**config.mk**
```make
export PLATFORM = sky130hd
export DESIGN_NAME = vsjb_age_unit
export DESIGN_NICKNAME = d
export VERILOG_FILES = /design/src/vsjb_pkg.sv /design/src/vsjb_age_unit.sv
export SDC_FILE = /design/constraint.sdc
export NUM_CORES = 1
export LEC_CHECK = 0
export BUFFER_PORTS_ARGS = -buffer_cell sky130_fd_sc_hd__buf_2
export CAP_MARGIN = 0
export CELL_PAD_IN_SITES_DETAIL_PLACEMENT = 1
export CELL_PAD_IN_SITES_GLOBAL_PLACEMENT = 2
export CORE_ASPECT_RATIO = 0.9
export CORE_MARGIN = 2
export CORE_UTILIZATION = 28
export DETAILED_ROUTE_END_ITERATION = 10
export GPL_ROUTABILITY_DRIVEN = 0
export MAX_ROUTING_LAYER = met4
export PLACE_DENSITY = 0.9
export SYNTH_ARGS = -nofsm -noshare
export SYNTH_HDL_FRONTEND = slang
export SYNTH_SLANG_ARGS = --single-unit
export TNS_END_PERCENT = 30
```
**constraint.sdc**
```tcl
create_clock -name vclk -period 4.35
set_input_delay 0.6525 -clock vclk [all_inputs]
set_output_delay 0.6525 -clock vclk [all_outputs]
set_load 0.02 [all_outputs]
```
**src/vsjb_pkg.sv**
```systemverilog
// ---------------------------------------------------------------------------
// Voice slot jitter buffer package
// Shared widths, item kind codes, register indexes and the compare result
// type of the timestamp unit.
// ---------------------------------------------------------------------------
package vsjb_pkg;

  localparam int KIND_W    = 2;
  localparam int ID_W      = 8;
  localparam int SMP_W     = 16;
  localparam int VOICE_W   = 4;
  localparam int SLOT_W    = 3;
  localparam int FILL_W    = 11;
  localparam int TIME_W    = 32;
  localparam int CFG_W     = 16;
  localparam int CFG_IDX_W = 1;

  localparam logic [KIND_W-1:0] KIND_HDR  = 2'd0;
  localparam logic [KIND_W-1:0] KIND_PUSH = 2'd1;
  localparam logic [KIND_W-1:0] KIND_READ = 2'd2;
  localparam logic [KIND_W-1:0] KIND_TICK = 2'd3;

  localparam logic [CFG_IDX_W-1:0] CFG_IDLE_TIMEOUT = 1'd0;
  localparam logic [CFG_IDX_W-1:0] CFG_RELEASE_HOLD = 1'd1;

  localparam logic [CFG_W-1:0] IDLE_TIMEOUT_RST = 16'd100;
  localparam logic [CFG_W-1:0] RELEASE_HOLD_RST = 16'd250;

  typedef struct packed {
    logic neg;      // a - b is negative in wrap-aware terms
    logic gt_idle;  // a - b above the idle timeout
    logic lt_idle;  // a - b below the idle timeout
    logic lt_hold;  // a - b below the release hold
  } age_cmp_t;

endpackage

```
**src/vsjb_age_unit.sv**
```systemverilog
// ---------------------------------------------------------------------------
// Timestamp compare unit
// Shared 32-bit subtractor with compares against the two time limits.
// ---------------------------------------------------------------------------
module vsjb_age_unit (
  input  logic [vsjb_pkg::TIME_W-1:0] a_i,
  input  logic [vsjb_pkg::TIME_W-1:0] b_i,
  input  logic [vsjb_pkg::CFG_W-1:0]  idle_i,
  input  logic [vsjb_pkg::CFG_W-1:0]  hold_i,
  output vsjb_pkg::age_cmp_t          cmp_o
);
  import vsjb_pkg::*;

  logic [TIME_W-1:0] diff;
  logic [TIME_W-1:0] idle_x;
  logic [TIME_W-1:0] hold_x;

  assign diff   = a_i - b_i;
  assign idle_x = TIME_W'(idle_i);
  assign hold_x = TIME_W'(hold_i);

  assign cmp_o.neg     = diff[TIME_W-1];
  assign cmp_o.gt_idle = diff > idle_x;
  assign cmp_o.lt_idle = diff < idle_x;
  assign cmp_o.lt_hold = diff < hold_x;

endmodule

```
==> impl_metrics.tcl <==
set metrics [dict create \
    top_level_ports 100 \
    grt_antenna_before_repair 0 \
    crit_chain "buf_2, ha_4, o211ai_1, a21oi_2, o21bai_2, nand2_2, a31oi_4, xnor2_2, ha_1, a21o_1, a21o_1, a21oi_2, o21ai_2, nor3_2, a21oi_2, nor4b_4, buf_4" \
    critical_path.slowest_cell "sky130_fd_sc_hd__ha_1" \
    grt_first_pass_wirelength_mm 16.6 \
    start_util_pct 29.1 \
    final.setup.tns_ns 0 \
    grt_pass1_vias 3630 \
    syn-num-nets 584 \
    detail_route.drc_violations 0 \
    setup.worst_path.end_class "primary output" \
    fin_cells 686 \
    die_width_um 110 \
    routed-via-count 3651 \
    detail_route.vias_per_cell 5.32 \
    finalWirelength_mm 11.2 \
    slew-limit-headroom_pct 59.8 \
    leakagePower_uw 0.00210 \
    number_of_detailed_route_iterations_in_the_first_pass 4 \
    holdBufCountCts 0 \
    route.antenna.remaining_nets 0 \
    max-vdd-ir-drop_v 0.0000559 \
    finalPower_uw 721 \
    antenna_cells_inserted 0 \
    grt.overflow.total 0 \
    final-setup-viol-count 0 \
    design.seq.count 0 \
    final-seq-area_um2 0 \
    timing.critical_path.mode_cell "sky130_fd_sc_hd__a21oi_2" \
    layout_cells_sized_above_1_pct 37.3 \
    drt_iter0_markers 128 \
    grt_usage_pct 18.7 \
    grt_start_max_net_pins 12 \
    synthesis.instances 425 \
    port_buffers 100 \
    fin_nets 721 \
    max_freq_mhz 235 \
    number_of_distinct_library_cell_variants_in_the_gate_level_netlist_after_synthesis 56 \
    syn-mean-instance-area_um2 6.69 \
    power_density_nw_per_um2 175 \
    finalHoldViolCount 0 \
    cpPeakStageDelay_ns 0.28 \
    period_share_pct 98.0 \
    critPathMaxFanout 2 \
    status "completed" \
    worst_setup_path_start_kind "input pin" \
    worst-setup-path-type "in -> out" \
    total_standard_cell_area_after_synthesis_um2 2840 \
    fp.dieArea_um2 11000 \
    seq_area_frac_synth_pct 0 \
    dp.cells 680 \
    route.detailed.wl_per_inst_um 16.4 \
    hold_class "in -> out" \
    required_ns 3.70 \
    yosysWarnings 0 \
    maxSlewViolCount 0 \
    num-clock-buffers 0 \
    placementRows 34 \
    worstPathArrival_ns 3.61 \
    die_h_um 99.6 \
    final.min_clock_period_ns 4.26 \
    worstMarginPinSlew_ns 0.599 \
    min_from "a_i[31]" \
    timing.max_cap.violations 0 \
    area_delta_synth_final_pct 45.2 \
    place_hpwl_mm 9.13 \
    core_region_area_um2 9780 \
    critPathLaunch "a_i[2]" \
]
[worst max-delay path: cells and delay by family]
| family | cells | cell delay [ns] |
|---|---|---|
| and+or+nand+nor | 3 | 0.55 |
| AOI/OAI and AO/OA | 9 | 1.42 |
| adders and majority gates | 2 | 0.52 |
| xor gates and xnor gates | 1 | 0.16 |
| buffers and inverters | 2 | 0.30 |
[path summary, 6_finish.rpt]
kind              cells past startpoint  endpoint
setup / recovery                     17  cmp_o[1]
hold / removal                        4  cmp_o[3]
[metal layers]
layer	vias to the layer above	part of all wire (%)	track usage (%)
met5	-	0	-
met4	0	0.75	1.15
met3	13	4.6	1.05
met2	81	47	30.5
met1	1746	48	26.7
li1	1811	-	-
[power by group]
group          internal (uW)  total [uW]  switching [uW]
Sequential                 0           0               0
Combinational            326         721             395
Clock                      0           0               0
[kinds of logic (layout without fill, tap and decap cells)]
family	after synthesis	in the layout	share of synthesized area, %
buffers and inverters	80	215	11.1
AOI/OAI and AO/OA	134	134	31.0
xor gates and xnor gates	19	19	5.85
muxes	4	4	1.45
adders and majority gates	63	63	28.0
and+or+nand+nor	125	125	22.6
[stage by stage]
step / hold slack (ns) / worst slack (ns) / util, % / area (um2)
after detailed placement: 1.83 / -0.215 / 38.2 / 3740
after floorplan: 1.59 / -0.0696 / - / 2840
after global placement: 1.81 / -0.127 / 38.2 / 3740
final: 1.92 / 0.0870 / 42.2 / 4130
after global routing: 1.99 / -0.0995 / 42.2 / 4130
after CTS: 1.87 / 0.00313 / 38.9 / 3810
[layout by cell type, fill, tap and decap left out, types with 5 or more instances in the layout]
master / instances
sky130_fd_sc_hd__a21oi_2: 13
sky130_fd_sc_hd__nor2_1: 24
sky130_fd_sc_hd__nand2b_1: 5
sky130_fd_sc_hd__nand3_1: 7
sky130_fd_sc_hd__o21a_1: 16
sky130_fd_sc_hd__nand4_1: 18
sky130_fd_sc_hd__xnor2_1: 9
sky130_fd_sc_hd__o211ai_1: 6
sky130_fd_sc_hd__ha_4: 5
sky130_fd_sc_hd__ha_1: 55
sky130_fd_sc_hd__inv_1: 68
sky130_fd_sc_hd__buf_2: 98
sky130_fd_sc_hd__o21ai_0: 17
sky130_fd_sc_hd__buf_4: 47
sky130_fd_sc_hd__nand2_1: 31
sky130_fd_sc_hd__o21ai_1: 7
sky130_fd_sc_hd__a21o_1: 10
sky130_fd_sc_hd__a21oi_1: 28
sky130_fd_sc_hd__nand2_2: 5
sky130_fd_sc_hd__nor3_1: 7
[synthesized netlist by cell type (all sizes together) (7+ instances only)]
cell type | number | area share (%)
nand4 | 18 | 4.0
ha | 62 | 27
xnor2 | 13 | 4.0
nor2 | 28 | 3.7
nand2 | 36 | 4.9
a21oi | 42 | 7.7
o21a | 16 | 4.2
nand3 | 7 | 1.2
inv | 70 | 9.2
a21o | 10 | 2.6
nor3 | 10 | 1.8
buf | 8 | 1.6
o21ai | 28 | 5.5
[layout make-up]
class / count / area (um2)
fill: 1265 / 5660
inverter: 70 / 263
multi-input combinational: 345 / 2870
tap: 126 / 158
timing repair buffer: 145 / 843
[what timing repair did]
item,in CTS,in global routing
endpoints found under the setup margin,3,3
setup buffers,0,6
pin swaps,1,31
resized for setup,11,54
(Power assumes the default switching activity.)
